<file path="src/rtl/rlpc_pkg.sv">
// Package for the RGB lamp pattern controller: mode and action codes, last
// phase numbers, version numbers and the reset value of the timer unit register.
// No dependencies.
`default_nettype none

package rlpc_pkg;

    typedef enum logic [2:0] {
        MODE_OFF      = 3'd0,
        MODE_VARY     = 3'd1,
        MODE_TO_VARY  = 3'd2,
        MODE_FADE     = 3'd3,
        MODE_TO_FADE  = 3'd4,
        MODE_FADE_OFF = 3'd5
    } mode_t;

    typedef enum logic [2:0] {
        ACT_TICK      = 3'd0,
        ACT_SET_COLOR = 3'd1,
        ACT_VARY_REQ  = 3'd2,
        ACT_FADE_REQ  = 3'd3,
        ACT_TIMER_SET = 3'd4,
        ACT_VERSION   = 3'd5
    } action_t;

    // variation phases 0..5, fade phases 0..11
    localparam logic [2:0] VARY_LAST_PHASE = 3'd5;
    localparam logic [3:0] FADE_LAST_PHASE = 4'd11;

    localparam logic [7:0]  VERSION_MAJOR    = 8'd1;
    localparam logic [7:0]  VERSION_MINOR    = 8'd1;
    localparam logic [15:0] MS_PER_UNIT_INIT = 16'd60000;

endpackage : rlpc_pkg

`default_nettype wire

</file>
<file path="src/rtl/rgb_lamp_pattern_controller_core.sv">
// RGB lamp pattern controller core: input register, one pass of update logic
// over the lamp state, result register. Depends on rlpc_pkg.
`default_nettype none

// Usage: every accepted request (tick, set color, variation or fade request,
// timer set, version query) produces exactly one result that reports the lamp
// levels and mode after the update. The block takes one request per clock
// cycle for as long as results are taken; an accepted request is held in the
// input register, goes through the single update pass and loads the result
// register once that register is empty or being taken. The lamp state
// is written in the same cycle the result register loads, so the next request
// sees it at once. The timer limit (armed units times ms_per_timer_unit) is
// kept in a register of its own, recomputed whenever either factor changes, so
// a tick only subtracts and compares. Write ms_per_timer_unit only while no
// request is in flight.
module rgb_lamp_pattern_controller_core #(
    parameter int MAX_LEVEL = 255
) (
    input  wire                     clk,
    input  wire                     rst_n,
    // configuration
    input  wire                     cfg_we,
    input  wire  [15:0]             cfg_wdata,
    // request channel
    input  wire                     in_valid,
    output logic                    in_stall,
    input  wire  [2:0]              action,
    input  wire  [7:0]              red_in,
    input  wire  [7:0]              green_in,
    input  wire  [7:0]              blue_in,
    input  wire  [15:0]             timer_minutes,
    input  wire  [31:0]             now_ms,
    // result channel
    output logic                    out_valid,
    input  wire                     out_stall,
    output logic [7:0]              red_level,
    output logic [7:0]              green_level,
    output logic [7:0]              blue_level,
    output logic [2:0]              mode_out,
    output logic                    version_valid,
    output logic [7:0]              version_major,
    output logic [7:0]              version_minor
);

    import rlpc_pkg::*;

    localparam logic [7:0] TOP = 8'(MAX_LEVEL);

    // ------------------------------------------------------------------
    // Configuration register and precomputed timer limit
    // ------------------------------------------------------------------
    logic [15:0] ms_unit_reg;
    logic [15:0] ms_unit_next;
    logic [31:0] limit_reg;
    logic [31:0] limit_next;

    // ------------------------------------------------------------------
    // Input register
    // ------------------------------------------------------------------
    logic        s1_valid_reg;
    logic [2:0]  s1_action_reg;
    logic [7:0]  s1_red_reg;
    logic [7:0]  s1_green_reg;
    logic [7:0]  s1_blue_reg;
    logic [15:0] s1_units_reg;
    logic [31:0] s1_now_reg;

    // ------------------------------------------------------------------
    // Lamp state
    // ------------------------------------------------------------------
    logic [7:0]  lamp_red_reg;
    logic [7:0]  lamp_green_reg;
    logic [7:0]  lamp_blue_reg;
    mode_t       mode_reg;
    logic [2:0]  vphase_reg;
    logic [3:0]  fphase_reg;
    logic [15:0] armed_reg;
    logic [15:0] pending_reg;
    logic [31:0] start_reg;

    logic [7:0]  lamp_red_next;
    logic [7:0]  lamp_green_next;
    logic [7:0]  lamp_blue_next;
    mode_t       mode_next;
    logic [2:0]  vphase_next;
    logic [3:0]  fphase_next;
    logic [15:0] armed_next;
    logic [15:0] pending_next;
    logic [31:0] start_next;
    logic        ver_next;

    // values computed for the request in the input register
    logic [7:0]  r_c;
    logic [7:0]  g_c;
    logic [7:0]  b_c;
    mode_t       mode_c;
    logic [2:0]  vphase_c;
    logic [3:0]  fphase_c;
    logic [15:0] armed_c;
    logic [15:0] pending_c;
    logic [31:0] start_c;
    logic [31:0] elapsed;

    // ------------------------------------------------------------------
    // Result register
    // ------------------------------------------------------------------
    logic        out_valid_reg;
    logic [7:0]  out_red_reg;
    logic [7:0]  out_green_reg;
    logic [7:0]  out_blue_reg;
    mode_t       out_mode_reg;
    logic        out_ver_reg;

    logic        s2_ready;
    logic        fire;
    logic        s1_ready;

    // Advance the result register when it is empty or being taken; the input
    // register moves on whenever its request is handed over.
    assign s2_ready = !out_valid_reg || !out_stall;
    assign fire     = s1_valid_reg && s2_ready;
    assign s1_ready = !s1_valid_reg || fire;
    assign in_stall = !s1_ready;

    assign elapsed = s1_now_reg - start_reg;

    // ------------------------------------------------------------------
    // Update pass: the whole step for one request
    // ------------------------------------------------------------------
    always_comb
    begin
        r_c       = lamp_red_reg;
        g_c       = lamp_green_reg;
        b_c       = lamp_blue_reg;
        mode_c    = mode_reg;
        vphase_c  = vphase_reg;
        fphase_c  = fphase_reg;
        armed_c   = armed_reg;
        pending_c = pending_reg;
        start_c   = start_reg;
        ver_next  = 1'b0;

        unique case (s1_action_reg)
            ACT_TICK:
            begin
                // expiry check comes before the mode step
                if (armed_reg != 16'd0 && elapsed > limit_reg)
                begin
                    mode_c  = MODE_FADE_OFF;
                    armed_c = 16'd0;
                end
                unique case (mode_c)
                    MODE_VARY:
                    begin
                        unique case (vphase_reg)
                            3'd0:
                            begin
                                g_c = g_c + 8'd1;
                                if (g_c == TOP) vphase_c = 3'd1;
                            end
                            3'd1:
                            begin
                                r_c = r_c - 8'd1;
                                if (r_c == 8'd0) vphase_c = 3'd2;
                            end
                            3'd2:
                            begin
                                b_c = b_c + 8'd1;
                                if (b_c == TOP) vphase_c = 3'd3;
                            end
                            3'd3:
                            begin
                                g_c = g_c - 8'd1;
                                if (g_c == 8'd0) vphase_c = 3'd4;
                            end
                            3'd4:
                            begin
                                r_c = r_c + 8'd1;
                                if (r_c == TOP) vphase_c = VARY_LAST_PHASE;
                            end
                            3'd5:
                            begin
                                b_c = b_c - 8'd1;
                                if (b_c == 8'd0) vphase_c = 3'd0;
                            end
                            default: ;
                        endcase
                    end
                    MODE_FADE:
                    begin
                        unique case (fphase_reg)
                            4'd0:
                            begin
                                r_c = r_c - 8'd1;
                                if (r_c == 8'd0) fphase_c = 4'd1;
                            end
                            4'd1:
                            begin
                                r_c = r_c + 8'd1;
                                g_c = g_c + 8'd1;
                                if (r_c == TOP) fphase_c = 4'd2;
                            end
                            4'd2:
                            begin
                                r_c = r_c - 8'd1;
                                g_c = g_c - 8'd1;
                                if (r_c == 8'd0) fphase_c = 4'd3;
                            end
                            4'd3:
                            begin
                                g_c = g_c + 8'd1;
                                if (g_c == TOP) fphase_c = 4'd4;
                            end
                            4'd4:
                            begin
                                g_c = g_c - 8'd1;
                                if (g_c == 8'd0) fphase_c = 4'd5;
                            end
                            4'd5:
                            begin
                                g_c = g_c + 8'd1;
                                b_c = b_c + 8'd1;
                                if (g_c == TOP) fphase_c = 4'd6;
                            end
                            4'd6:
                            begin
                                g_c = g_c - 8'd1;
                                b_c = b_c - 8'd1;
                                if (g_c == 8'd0) fphase_c = 4'd7;
                            end
                            4'd7:
                            begin
                                b_c = b_c + 8'd1;
                                if (b_c == TOP) fphase_c = 4'd8;
                            end
                            4'd8:
                            begin
                                b_c = b_c - 8'd1;
                                if (b_c == 8'd0) fphase_c = 4'd9;
                            end
                            4'd9:
                            begin
                                b_c = b_c + 8'd1;
                                r_c = r_c + 8'd1;
                                if (b_c == TOP) fphase_c = 4'd10;
                            end
                            4'd10:
                            begin
                                b_c = b_c - 8'd1;
                                r_c = r_c - 8'd1;
                                if (b_c == 8'd0) fphase_c = FADE_LAST_PHASE;
                            end
                            4'd11:
                            begin
                                r_c = r_c + 8'd1;
                                if (r_c == TOP) fphase_c = 4'd0;
                            end
                            default: ;
                        endcase
                    end
                    MODE_TO_VARY, MODE_TO_FADE:
                    begin
                        // ramp to full red, then start the pattern at phase 0
                        if (r_c < TOP)   r_c = r_c + 8'd1;
                        if (g_c > 8'd0)  g_c = g_c - 8'd1;
                        if (b_c > 8'd0)  b_c = b_c - 8'd1;
                        if (r_c == TOP && g_c == 8'd0 && b_c == 8'd0)
                        begin
                            if (mode_c == MODE_TO_VARY)
                            begin
                                mode_c   = MODE_VARY;
                                vphase_c = 3'd0;
                            end
                            else
                            begin
                                mode_c   = MODE_FADE;
                                fphase_c = 4'd0;
                            end
                        end
                    end
                    MODE_FADE_OFF:
                    begin
                        if (r_c > 8'd0) r_c = r_c - 8'd1;
                        if (g_c > 8'd0) g_c = g_c - 8'd1;
                        if (b_c > 8'd0) b_c = b_c - 8'd1;
                        if (r_c == 8'd0 && g_c == 8'd0 && b_c == 8'd0) mode_c = MODE_OFF;
                    end
                    default: ;
                endcase
            end
            ACT_SET_COLOR:
            begin
                r_c    = s1_red_reg;
                g_c    = s1_green_reg;
                b_c    = s1_blue_reg;
                mode_c = MODE_OFF;
            end
            ACT_VARY_REQ:
            begin
                if (mode_reg != MODE_VARY && mode_reg != MODE_TO_VARY)
                    mode_c = MODE_TO_VARY;
            end
            ACT_FADE_REQ:
            begin
                if (mode_reg != MODE_FADE && mode_reg != MODE_TO_FADE)
                    mode_c = MODE_TO_FADE;
            end
            ACT_TIMER_SET:
            begin
                pending_c = s1_units_reg;
                if (armed_reg != s1_units_reg)
                begin
                    armed_c = s1_units_reg;
                    start_c = s1_now_reg;
                end
            end
            ACT_VERSION:
            begin
                ver_next = 1'b1;
            end
            default: ;
        endcase

        // arm a pending timer after a color command or a pattern request
        if ((s1_action_reg == ACT_SET_COLOR || s1_action_reg == ACT_VARY_REQ ||
             s1_action_reg == ACT_FADE_REQ) &&
            armed_reg == 16'd0 && pending_reg != 16'd0)
        begin
            armed_c = pending_reg;
            start_c = s1_now_reg;
        end
    end

    // Commit the pass only when the request moves into the result register.
    always_comb
    begin
        if (fire)
        begin
            lamp_red_next   = r_c;
            lamp_green_next = g_c;
            lamp_blue_next  = b_c;
            mode_next       = mode_c;
            vphase_next     = vphase_c;
            fphase_next     = fphase_c;
            armed_next      = armed_c;
            pending_next    = pending_c;
            start_next      = start_c;
        end
        else
        begin
            lamp_red_next   = lamp_red_reg;
            lamp_green_next = lamp_green_reg;
            lamp_blue_next  = lamp_blue_reg;
            mode_next       = mode_reg;
            vphase_next     = vphase_reg;
            fphase_next     = fphase_reg;
            armed_next      = armed_reg;
            pending_next    = pending_reg;
            start_next      = start_reg;
        end
    end

    // Keep the limit in step with both of its factors.
    assign ms_unit_next = cfg_we ? cfg_wdata : ms_unit_reg;
    assign limit_next   = 32'(armed_next) * 32'(ms_unit_next);

    // ------------------------------------------------------------------
    // Control and state registers
    // ------------------------------------------------------------------
    always_ff @(posedge clk or negedge rst_n)
    begin
        if (!rst_n)
        begin
            ms_unit_reg    <= MS_PER_UNIT_INIT;
            limit_reg      <= 32'd0;
            s1_valid_reg   <= 1'b0;
            out_valid_reg  <= 1'b0;
            lamp_red_reg   <= TOP;
            lamp_green_reg <= 8'd0;
            lamp_blue_reg  <= 8'd0;
            mode_reg       <= MODE_VARY;
            vphase_reg     <= 3'd0;
            fphase_reg     <= 4'd0;
            armed_reg      <= 16'd0;
            pending_reg    <= 16'd0;
            start_reg      <= 32'd0;
        end
        else
        begin
            ms_unit_reg    <= ms_unit_next;
            limit_reg      <= limit_next;
            if (s1_ready)
                s1_valid_reg <= in_valid;
            if (s2_ready)
                out_valid_reg <= s1_valid_reg;
            lamp_red_reg   <= lamp_red_next;
            lamp_green_reg <= lamp_green_next;
            lamp_blue_reg  <= lamp_blue_next;
            mode_reg       <= mode_next;
            vphase_reg     <= vphase_next;
            fphase_reg     <= fphase_next;
            armed_reg      <= armed_next;
            pending_reg    <= pending_next;
            start_reg      <= start_next;
        end
    end

    // ------------------------------------------------------------------
    // Payload registers: load the input on accept, the result on handover
    // ------------------------------------------------------------------
    always_ff @(posedge clk)
    begin
        if (s1_ready && in_valid)
        begin
            s1_action_reg <= action;
            s1_red_reg    <= red_in;
            s1_green_reg  <= green_in;
            s1_blue_reg   <= blue_in;
            s1_units_reg  <= timer_minutes;
            s1_now_reg    <= now_ms;
        end
        if (fire)
        begin
            out_red_reg   <= r_c;
            out_green_reg <= g_c;
            out_blue_reg  <= b_c;
            out_mode_reg  <= mode_c;
            out_ver_reg   <= ver_next;
        end
    end

    assign out_valid     = out_valid_reg;
    assign red_level     = out_red_reg;
    assign green_level   = out_green_reg;
    assign blue_level    = out_blue_reg;
    assign mode_out      = out_mode_reg;
    assign version_valid = out_ver_reg;
    assign version_major = out_ver_reg ? VERSION_MAJOR : 8'd0;
    assign version_minor = out_ver_reg ? VERSION_MINOR : 8'd0;

`ifndef SYNTH
    // the stored limit always matches the armed count and the unit setting
    assert property (@(posedge clk) disable iff (!rst_n)
        limit_reg == 32'(armed_reg) * 32'(ms_unit_reg))
        else $error("timer limit out of step with armed units");

    // phase counters never reach their unused codes
    assert property (@(posedge clk) disable iff (!rst_n)
        vphase_reg <= VARY_LAST_PHASE && fphase_reg <= FADE_LAST_PHASE)
        else $error("pattern phase out of range");

    // the lamp state moves only when a request is handed over
    assert property (@(posedge clk) disable iff (!rst_n)
        !fire |=> $stable(lamp_red_reg) && $stable(lamp_green_reg) &&
                  $stable(lamp_blue_reg) && $stable(armed_reg))
        else $error("lamp state changed without a request");

    // the input side stalls only while it holds a request it cannot pass on
    assert property (@(posedge clk) disable iff (!rst_n)
        in_stall |-> s1_valid_reg && out_valid_reg && out_stall)
        else $error("input stalled without cause");
`endif

endmodule : rgb_lamp_pattern_controller_core

`default_nettype wire
</file>
<file path="config.mk">
export PLATFORM = sky130hd
export DESIGN_NAME = rgb_lamp_pattern_controller_core
export DESIGN_NICKNAME = d
export VERILOG_FILES = /design/src/rtl/rlpc_pkg.sv /design/src/rtl/rgb_lamp_pattern_controller_core.sv
export SDC_FILE = /design/constraint.sdc
export NUM_CORES = 1
export LEC_CHECK = 0
export BUFFER_PORTS_ARGS = -buffer_cell sky130_fd_sc_hd__buf_2
export CORE_MARGIN = 3
export CORE_UTILIZATION = 51
export DETAILED_ROUTE_END_ITERATION = 10
export MAX_ROUTING_LAYER = met4
export PLACE_DENSITY = 0.8
export SLEW_MARGIN = 20
export SYNTH_ARGS = -nofsm -noshare
export SYNTH_HDL_FRONTEND = slang
export SYNTH_SLANG_ARGS = --single-unit
export TNS_END_PERCENT = 20
</file>
<file path="constraint.sdc">
create_clock -name clk -period 9.62 [get_ports clk]
set_input_delay 0.481 -clock clk [delete_from_list [all_inputs] [get_ports clk]]
set_output_delay 0.481 -clock clk [all_outputs]
set_load 0.02 [all_outputs]
</file>
==> results of run 1 <==
-- logic make-up after synthesis --
logic type	Yosys count
AO/OA/AOI/OAI	571
XOR/XNOR	102
adder cells (fa/ha/maj)	382
buffers and inverters	500
flip-flops	251
multiplexers	39
other	1
AND/OR/NAND/NOR	801
-- cells in the final DEF (no fill, tap or decap), drive strengths merged, types with 24 or more instances in the layout --
master and count:
nor3 51, nand3 48, o211ai 25, nand4 34, edfxtp 103, xor2 24
nor2 254, a21o 25, ha 187, dfrtp 132, xnor2 78, nand2 293
inv 358, a31oi 26, o22ai 33, o21ai 139, a21oi 125, a22oi 35
clkbuf 39, fa 195, buf 383
-- worst max-delay path by stage --
stage / to / slack, ns
after floorplan: limit_reg[31]$_DFF_PN0_ / 0.01
after global placement: limit_reg[31]$_DFF_PN0_ / -0.53
after detailed placement: limit_reg[31]$_DFF_PN0_ / -0.77
after CTS: limit_reg[31]$_DFF_PN0_ / -0.38
after global routing: limit_reg[31]$_DFF_PN0_ / -0.85
final: limit_reg[31]$_DFF_PN0_ / -0.44
-- per-stage QoR --
step	instances	TNS (ns)	util, %	hold slack [ns]	cell area, um2
3_5_place_dp	3474	-7.86	58.1	0.483	26500
5_1_grt	3564	-12.25	62.0	0.0433	28300
4_1_cts	3551	-3.21	61.2	0.0321	28000
2_1_floorplan	2660	0	-	0.185	24100
6_report	3564	-4.04	62.0	0.0610	28300
3_3_place_gp	3474	-4.36	58.1	0.471	26500
-- layout make-up --
cell class	count	area (um2)	area share, %
Clock buffer	39	783	2.77
Clock inverter	15	164	0.579
Inverter	366	1390	4.90
Multi-Input combinational cell	1909	15700	55.6
Sequential cell	251	6820	24.1
Tap cell	600	751	2.65
Timing Repair Buffer	384	2680	9.45
-- routing by layer --
metal  GRT usage (%)  share of wire [%]  vias up
met2            52.4                 49      915
li1                -                  -     9619
met1            36.5                 38    10500
met3            4.26                6.6      274
met4            17.2                6.3        0
met5               -                  0        -
-- timing repair --
action | in CTS | in global routing
setup endpoints to repair | 20 | 22
hold endpoints to repair | 17 | 0
hold buffers | 1 | 0
buffers inserted | 23 | 14
resized for setup | 83 | 51
pin swaps | 48 | 38
==> key figures, run 1 <==
Run status
  • Status: complete, but fails checks
  • Failing checks: setup timing

Finish
  • NumNets Final: 3419
  • Layout cell share with drive strength beyond 1: 20.9%
  • Area grow syn2layout: 19.3%
  • # diodes: 0
  • Fillers: ~3800

Yosys
  • Synth Register Bits: about 250
  • Synthesized area: approximately 24000 um2
  • Simple-Gate Fraction of Synth Area: 15.2%
  • Cells after synthesis: around 2600
  • Most common cell in the netlist: inv_1
  • Ys Warns: 0
  • Commonest cells in the netlist: inv_1, nand2_1, nor2_1, fa_1, ha_1
  • Async SR Flop Fraction: 59.0%
  • XOR/XNOR Fraction of Synth Area: under 10%
  • Area leader, netlist: fa_1
  • Syn_area_per_cell: 8.97 um2
  • Multiplexer area fraction after synthesis: around 1.7%
  • Register area share after synthesis: ~29%
  • Post-synth top area share: 16.4%
  • Complex-gate fraction of the synthesized area: 16.0%
  • Largest family of logic cells by synthesized area: adder cells
  • Ys flop type: dfrtp_1
  • Cell variety after synth: 90
  • Synth top area cells: fa_1, dfrtp_1, edfxtp_1
  • Post-synth EDFFs: about 100
  • Adder-cell share of the synthesized area: a little over a quarter

Worst hold path
  • Min-delay src: now_ms[7]
  • Hold worst-path end: s1_now_reg[7]$_DFFE_PP_
  • Hold Crit Depth: 1
  • Worst Hold Class: in2reg

CTS
  • Reg clk slew, reported paths: ~0.060 ns
  • H-tree levels: 1
  • Num CTS Buffers: 29
  • Latest clock arrival within the worst-skew pair: between 0.5 and 0.6 ns
  • CTS Sinks: ~250
  • Max clock buf depth: 3
  • Root buf cell: clkbuf_16
  • CTS tree: built

Timing
  • Final Hold Fails: 0
  • Pins Over Slew Limit: 0
  • Crit share post-route: 105%
  • RSZ-0062 raised after global routing: yes
  • Worst slew pin tran: between 1 and 1.5 ns
  • Slew HR: between 20 and 25%
  • Min setup slack post-route: -0.436 ns
  • F_max: about 0.1 GHz
  • Final Setup Violations: 16
  • Final setup skew: 0.0295 ns
  • Minimum clock period: roughly 10 ns

Die
  • I/O pins: between 100 and 150
  • Core area: 45700 um2
  • Die extent in y: roughly 220 um
  • Die ar.: about 49000 um2
  • Std-Cell Rows: just under 80
  • Die X: roughly 220 um
  • Starting Density: 52.0%

Placement
  • Post-DP HPWL: about 57000 um
  • Pre-CTS setup slack: -0.775 ns
  • RD Place Congestion: between 0.9 and 1
  • IO Port Bufs: ~130

Worst setup path
  • Critical path type: reg2reg
  • Max incr delay on CP: 0.52 ns
  • CP Data Arrival Time: 10.55 ns
  • Largest delay share family, worst path: adder cells
  • Worst Setup Start Kind: register
  • Reg-to-reg slack, setup: -0.44 ns
  • Worst r2r path cells: 46
  • WP buf/inv: 11
  • Crit path max-delay cell type: fa_1
  • Crit. End Element: register
  • CP required: 10.12 ns
  • Worst setup startpoint: s1_now_reg[16]$_DFFE_PP_
  • Crit-path max FO: 8
  • Worst r2r src: s1_now_reg[16]$_DFFE_PP_
  • Worst r2r dst: limit_reg[31]$_DFF_PN0_
  • Crit path depth: 46

Detailed routing
  • Total Wirelength: approximately 76000 um
  • First DRT Iteration DRCs: ~1700
  • WL/cell: around 21 um
  • Final ANT Viol Nets: 0
  • Vias per inst: 5.99
  • DRT Pass-1 Iters: 8
  • DRC Markers: 0
  • Via count: 21400

GRT
  • GRT overflow: 0
  • Antenna violations before repair: 0
  • First-pass GRT wire length: roughly 120000 um
  • Global Route Usage Sum: 31.3%
  • Vias in the first global route: around 22000
  • Largest net degree at the start of global routing: 85

Job
  • Max Cap Viol: 0
Power of run 1 is left out: the tool's default activity adds up to more than one toggle a clock period on the data nets, which glitch-free logic cannot reach.
==> run 2, diff against run 1 <==
- PLACE_DENSITY: 0.8 -> 0.71
- RECOVER_POWER: default -> 25
- SKIP_LAST_GASP: default -> 1
==> run 2 against run 1 <==
  * The flow finishes with violations (capacitance limit, slew limit, setup timing)
  * Clock skew is 0.0031 ns lower
  * Utilization up 0.47 points
  * Sequential share of layout area shrank 0.18 points
  * Fmax shrank 0.63%
  * Highest routed layer unchanged
  * Critical path type unchanged
==> key figures, run 2 (synthesis results as in run 1) <==
Worst setup path
  • Max incr delay on CP: 0.59 ns
  • Worst setup startpoint: s1_now_reg[0]$_DFFE_PP_
  • Worst r2r dst: limit_reg[25]$_DFF_PN0_
  • Most frequent CP cell: fa_1
  • Worst r2r path cells: 46
  • Crit. End Element: register
  • Crit path max-delay cell type: fa_1
  • Worst r2r src: s1_now_reg[0]$_DFFE_PP_
  • WP buf/inv: 11
  • CP required: around 10 ns
  • CP Data Arrival Time: between 10 and 15 ns
  • Critical path type: reg2reg
  • Worst Setup Start Kind: register
  • Largest delay share family, worst path: adder cells
  • Crit-path max FO: 5
  • Reg-to-reg slack, setup: -0.50 ns

Timing
  • Worst slew pin tran: around 5 ns
  • Hold Slack: between 0.06 and 0.07 ns
  • Final Hold Fails: 0
  • Slew HR: -231%
  • Pins Over Slew Limit: 79
  • F_max: 0.0988 GHz
  • Final Setup Violations: 19
  • Setup TNS Final: -6.07 ns
  • RSZ-0062 raised after global routing: yes
  • Final setup skew: about 0.026 ns
  • Min setup slack post-route: -0.500 ns
  • Crit share post-route: 105%
  • Minimum clock period: between 10 and 15 ns

GRT
  • GRT overflow: 0
  • Largest net degree at the start of global routing: 79
  • First-pass GRT wire length: 118000 um
  • Global Route Usage Sum: between 30% and 40%
  • Antenna violations before repair: 1
  • Vias in the first global route: 22200

Placement
  • IO Port Bufs: between 100 and 150
  • Post-DP HPWL: between 50000 and 60000 um
  • Placed cell count: between 3000 and 4000
  • Pre-CTS setup slack: -0.884 ns
  • RD Place Congestion: between 1 and 1.5

Die
  • Std-Cell Rows: between 70 and 80
  • Die extent in y: ~220 um
  • I/O pins: 142
  • Starting Density: around 52%
  • Die ar.: roughly 49000 um2
  • Core area: 45700 um2
  • Die X: around 220 um

Detailed routing
  • Via count: 21200
  • First DRT Iteration DRCs: approximately 1700
  • WL/cell: slightly above 20 um
  • Final ANT Viol Nets: 0
  • DRT Pass-1 Iters: 6
  • Vias per inst: just under 6
  • DRC Markers: 0
  • Total Wirelength: about 73000 um

Run status
  • Status: complete, but fails checks
  • Failing checks: capacitance limit, slew limit, setup timing

CTS
  • Reg clk slew, reported paths: around 0.06 ns
  • CTS Sinks: 251
  • H-tree levels: 1
  • Max clock buf depth: 3
  • Latest clock arrival within the worst-skew pair: slightly below 0.6 ns
  • CTS tree: built
  • Num CTS Buffers: 29
  • Root buf cell: clkbuf_16

Finish
  • Most common cell after layout, fill and taps aside: inv_1
  • NumNets Final: 3440
  • Layout cell share with drive strength beyond 1: between 20% and 30%
  • Commonest cells after routing, fill and taps aside: inv_1, nand2_1, buf_4, nor2_1, fa_1
  • Area grow syn2layout: 20.2%
  • Non-filler cells, final: around 3600

Worst hold path
  • Hold Crit Depth: 1
  • Worst Hold Class: in2reg
  • Hold worst-path end: s1_red_reg[3]$_DFFE_PP_
  • Min-delay src: red_in[3]

Job
  • Max Cap Viol: 1
==> run 2: changes by cell type in the layout (fill, tap and decap cells not counted), sizes merged <==
cell      before  now
buf          383  399
bufinv         3    6
clkbuf        39   41
clkinvlp       2    4
diode          0    1
inv          358  356
==> run 2: worst max path at each step <==
stage	slack, ns	cells past startpoint	endpoint
after detailed placement	-0.88	45	limit_reg[31]$_DFF_PN0_
final	-0.50	46	limit_reg[25]$_DFF_PN0_
after global placement	-0.73	43	limit_reg[30]$_DFF_PN0_
after CTS	-0.55	46	limit_reg[31]$_DFF_PN0_
after floorplan	0.01	42	limit_reg[31]$_DFF_PN0_
after global routing	-1.02	46	limit_reg[30]$_DFF_PN0_
==> run 2: worst register-to-register path, delay by kind of cell, from the launching register on <==
kind                     cells  cell delay (ns)
XOR/XNOR                     2             0.21
adder cells (fa/ha/maj)     10             4.16
buffers and inverters       11             1.22
AO/OA/AOI/OAI               15             2.45
flip-flops                   1             0.39
AND/OR/NAND/NOR              8             1.56
==> run 2: per-stage QoR <==
stage	utilization, %	instance area, um2
floorplan	-	24100
global placement	58.3	26600
detailed placement	58.3	26600
CTS	61.8	28200
global route	62.4	28500
finish	62.4	28500
==> run 2: cell type report <==
class / instances / area [um2]
Sequential cell: 251 / 6820
Multi-Input combinational cell: 1909 / 15700
Tap cell: 600 / 751
Inverter: 366 / 1390
Clock buffer: 36 / 762
Antenna cell: 1 / 2.50
Clock inverter: 18 / 256
Fill cell: 3814 / 17200
Timing Repair Buffer: 405 / 2870
==> run 2: timing repair <==
| item | CTS | global route |
|---|---|---|
| resized for setup | 68 | 57 |
| hold buffers | 1 | 0 |
| endpoints found under the setup margin | 19 | 22 |
| cloned | 1 | 0 |
| hold endpoints to repair | 28 | 0 |
| pin swaps | 52 | 49 |
| setup buffers | 32 | 18 |
==> run 2: layer usage <==
| metal | share of wire [%] | global-route usage [%] |
|---|---|---|
| met5 | 0 | - |
| met3 | 6.8 | 4.74 |
| met2 | 49 | 52.2 |
| met4 | 4.7 | 11.5 |
| met1 | 39 | 37.0 |
Power of run 2 is left out for the same reason.
==> run 3, diff against run 2 <==
- ABC_AREA: default -> 1
==> run 3 against run 2 <==
  * Synthesized cell count rose by 16%
  * Utilization fell by 4.8 points
  * First-iteration DRC count fell by 0.47%
  * Clock skew fell by 0.0036 ns
  * The run ends with capacitance limit, slew limit left
  * Worst hold slack got worse by 0.0097 ns
  * Non-clock buffer count fell by 195
  * Synthesized area rose by 2.0%
  * Fmax rose by 9.5%
  * Worst setup slack improved by 0.88 ns
  * Final cell count rose by 7.4%
==> key figures, run 3 <==
Run status
  • Status: complete, but fails checks
  • Failing checks: capacitance limit, slew limit

CTS
  • CTS Sinks: 251
  • Root buf cell: clkbuf_16
  • Num CTS Buffers: 29
  • H-tree levels: 1
  • Max clock buf depth: 3
  • CTS tree: built
  • Latest clock arrival within the worst-skew pair: 0.60 ns
  • Reg clk slew, reported paths: roughly 0.060 ns

GRT
  • GRT overflow: 0
  • Vias in the first global route: 20900
  • Global Route Usage Sum: between 20 and 30%
  • Largest net degree at the start of global routing: 66
  • First-pass GRT wire length: between 100000 and 150000 um
  • Antenna violations before repair: 0

Placement
  • Post-DP HPWL: approximately 55000 um
  • IO Port Bufs: 127
  • RD Place Congestion: about 0.95

Worst setup path
  • CP required: 10.10 ns
  • Crit-path max FO: 10
  • Max incr delay on CP: 0.57 ns
  • CP Data Arrival Time: about 9.7 ns
  • Critical path type: reg2reg
  • Crit path max-delay cell type: fa_1
  • Worst Setup Start Kind: register
  • Crit. End Element: register

Yosys
  • Post-synth EDFFs: just over 100
  • Async SR Flop Fraction: between 50% and 60%
  • Syn_area_per_cell: 7.91 um2
  • Synthesized area: roughly 24000 um2
  • Most common cell in the netlist: nand2_1
  • Simple-Gate Fraction of Synth Area: between 20% and 30%
  • Cells after synthesis: around 3100
  • Largest family of logic cells by synthesized area: adder cells
  • Commonest cells in the netlist: nand2_1, inv_1, nor2_1, fa_1, a21oi_1
  • Post-synth top area share: between 10% and 20%
  • Register area share after synthesis: between 20% and 30%
  • Ys Warns: 0
  • Synth Register Bits: about 250
  • Multiplexer area fraction after synthesis: less than 1%
  • XOR/XNOR Fraction of Synth Area: under 10%
  • Cell variety after synth: 60
  • Area leader, netlist: fa_1
  • Adder-cell share of the synthesized area: approximately 26%
  • Ys flop type: dfrtp_1
  • Complex-gate fraction of the synthesized area: 10.1%
  • Synth top area cells: fa_1, dfrtp_1, edfxtp_1

Die
  • Starting Density: between 50 and 60%
  • Die extent in y: between 200 and 250 um
  • Die ar.: between 50000 and 60000 um2
  • Die X: ~220 um
  • I/O pins: around 140
  • Core area: 46800 um2
  • Std-Cell Rows: about 80

Timing
  • Worst slew pin tran: 2.96 ns
  • Final setup skew: 0.0228 ns
  • Minimum clock period: a little over 9 ns
  • Pins Over Slew Limit: 87
  • RSZ-0062 raised after global routing: yes
  • Slew HR: -97.4%
  • F_max: between 0.1 and 0.15 GHz
  • Final Hold Fails: 0
  • Crit share post-route: between 90% and 100%
  • Final Setup Violations: 0

Detailed routing
  • Via count: between 20000 and 25000
  • First DRT Iteration DRCs: between 1500 and 2000
  • DRT Pass-1 Iters: 6
  • Final ANT Viol Nets: 0
  • WL/cell: 18.2 um
  • DRC Markers: 0
  • Total Wirelength: between 70000 and 80000 um
  • Vias per inst: roughly 5.5

Worst hold path
  • Worst Hold Class: in2reg

Job
  • Max Cap Viol: 2

Finish
  • # diodes: 0
  • Commonest cells after routing, fill and taps aside: nand2_1, inv_1, nor2_1, fa_1, a21oi_1
  • Fillers: around 4300
  • Area grow syn2layout: 11.4%
  • NumNets Final: 3700
  • Layout cell share with drive strength beyond 1: 11.5%
  • Most common cell after layout, fill and taps aside: nand2_1
  • Final Core Density: ~58%
[run 3: changes by cell type after synthesis, sizes merged, moves of 59 or more]
cell and change:
nand2 +398, inv +200, nor2 +85, a21oi +69
clkbuf -67, nand3 +59
[run 3: final timing paths]
| check | end | depth (start not counted) | startpoint | slack (ns) |
|---|---|---|---|---|
| setup / recovery | limit_reg[30]$_DFF_PN0_ | 51 | s1_now_reg[0]$_DFFE_PP_ | 0.38 |
| hold / removal | s1_blue_reg[4]$_DFFE_PP_ | 1 | blue_in[4] | 0.05 |
| setup reg to reg | limit_reg[30]$_DFF_PN0_ | 51 | s1_now_reg[0]$_DFFE_PP_ | 0.38 |
| hold reg to reg | out_valid$_DFFE_PN0P_ | 2 | s1_valid_reg$_DFFE_PN0N_ | 0.49 |
| max in group asynchronous | armed_reg[5]$_DFF_PN0_ | 3 | rst_n | 4.81 |
| min in group asynchronous | start_reg[25]$_DFFE_PN0P_ | 2 | rst_n | 1.07 |
[run 3: timing repair]
| action | CTS | global route |
|---|---|---|
| pin swaps | 0 | 24 |
| endpoints found under the setup margin | 2 | 20 |
| gates resized for setup | 5 | 56 |
| setup buffers | 1 | 14 |
| hold buffers | 1 | 0 |
| endpoints found under the hold margin | 22 | 0 |
[run 3: logic make-up (layout without fill, tap and decap cells)]
family,after synthesis,count (layout)
muxes,1,1
other,1,14
and+or+nand+nor,1229,1229
xor gates and xnor gates,104,104
DFF,251,251
buffers and inverters,669,839
adders and majority gates,382,382
AOI/OAI and AO/OA,425,425
[run 3: critical path: cells and delay by family, from the launching register on]
family,cells,cell delay (ns)
adder cells (fa/ha/maj),10,4.18
AND/OR/NAND/NOR,18,1.84
AO/OA/AOI/OAI,10,1.52
buffers and inverters,11,1.00
flip-flops,1,0.37
XOR/XNOR,2,0.22
[run 3: final cells by class]
cell class              count  area (um2)  share of cell area, %
clock inverters            19         249                  0.923
clock buffers              35         768                   2.85
well taps                 607         759                   2.82
flip-flops and latches    251        6820                   25.3
repair buffers            210        1310                   4.84
inverters                 575        2180                   8.08
multi-input cells        2155       14900                   55.2
[run 3: metrics by stage]
| step | TNS (ns) | hold WS, ns | instance area (um2) | setup WS (ns) | instances |
|---|---|---|---|---|---|
| floorplan | 0 | 0.185 | 24300 | 0.584 | 3075 |
| global placement | 0 | 0.402 | 25600 | 0.105 | 3781 |
| detailed placement | -0.184 | 0.403 | 25600 | -0.109 | 3782 |
| CTS | 0 | 0.0121 | 26700 | 0.0382 | 3838 |
| global route | -0.132 | 0.0334 | 27000 | -0.0705 | 3852 |
| finish | 0 | 0.0521 | 27000 | 0.382 | 3852 |
[run 3: routing by layer]
layer	track usage, %	wire length (um)	vias up
met2	47.6	34600	719
met3	3.32	3830	121
met5	-	0	-
met4	7.35	1920	0
met1	36.9	29700	10300
li1	-	-	9964
Power of run 3 is left out for the same reason.
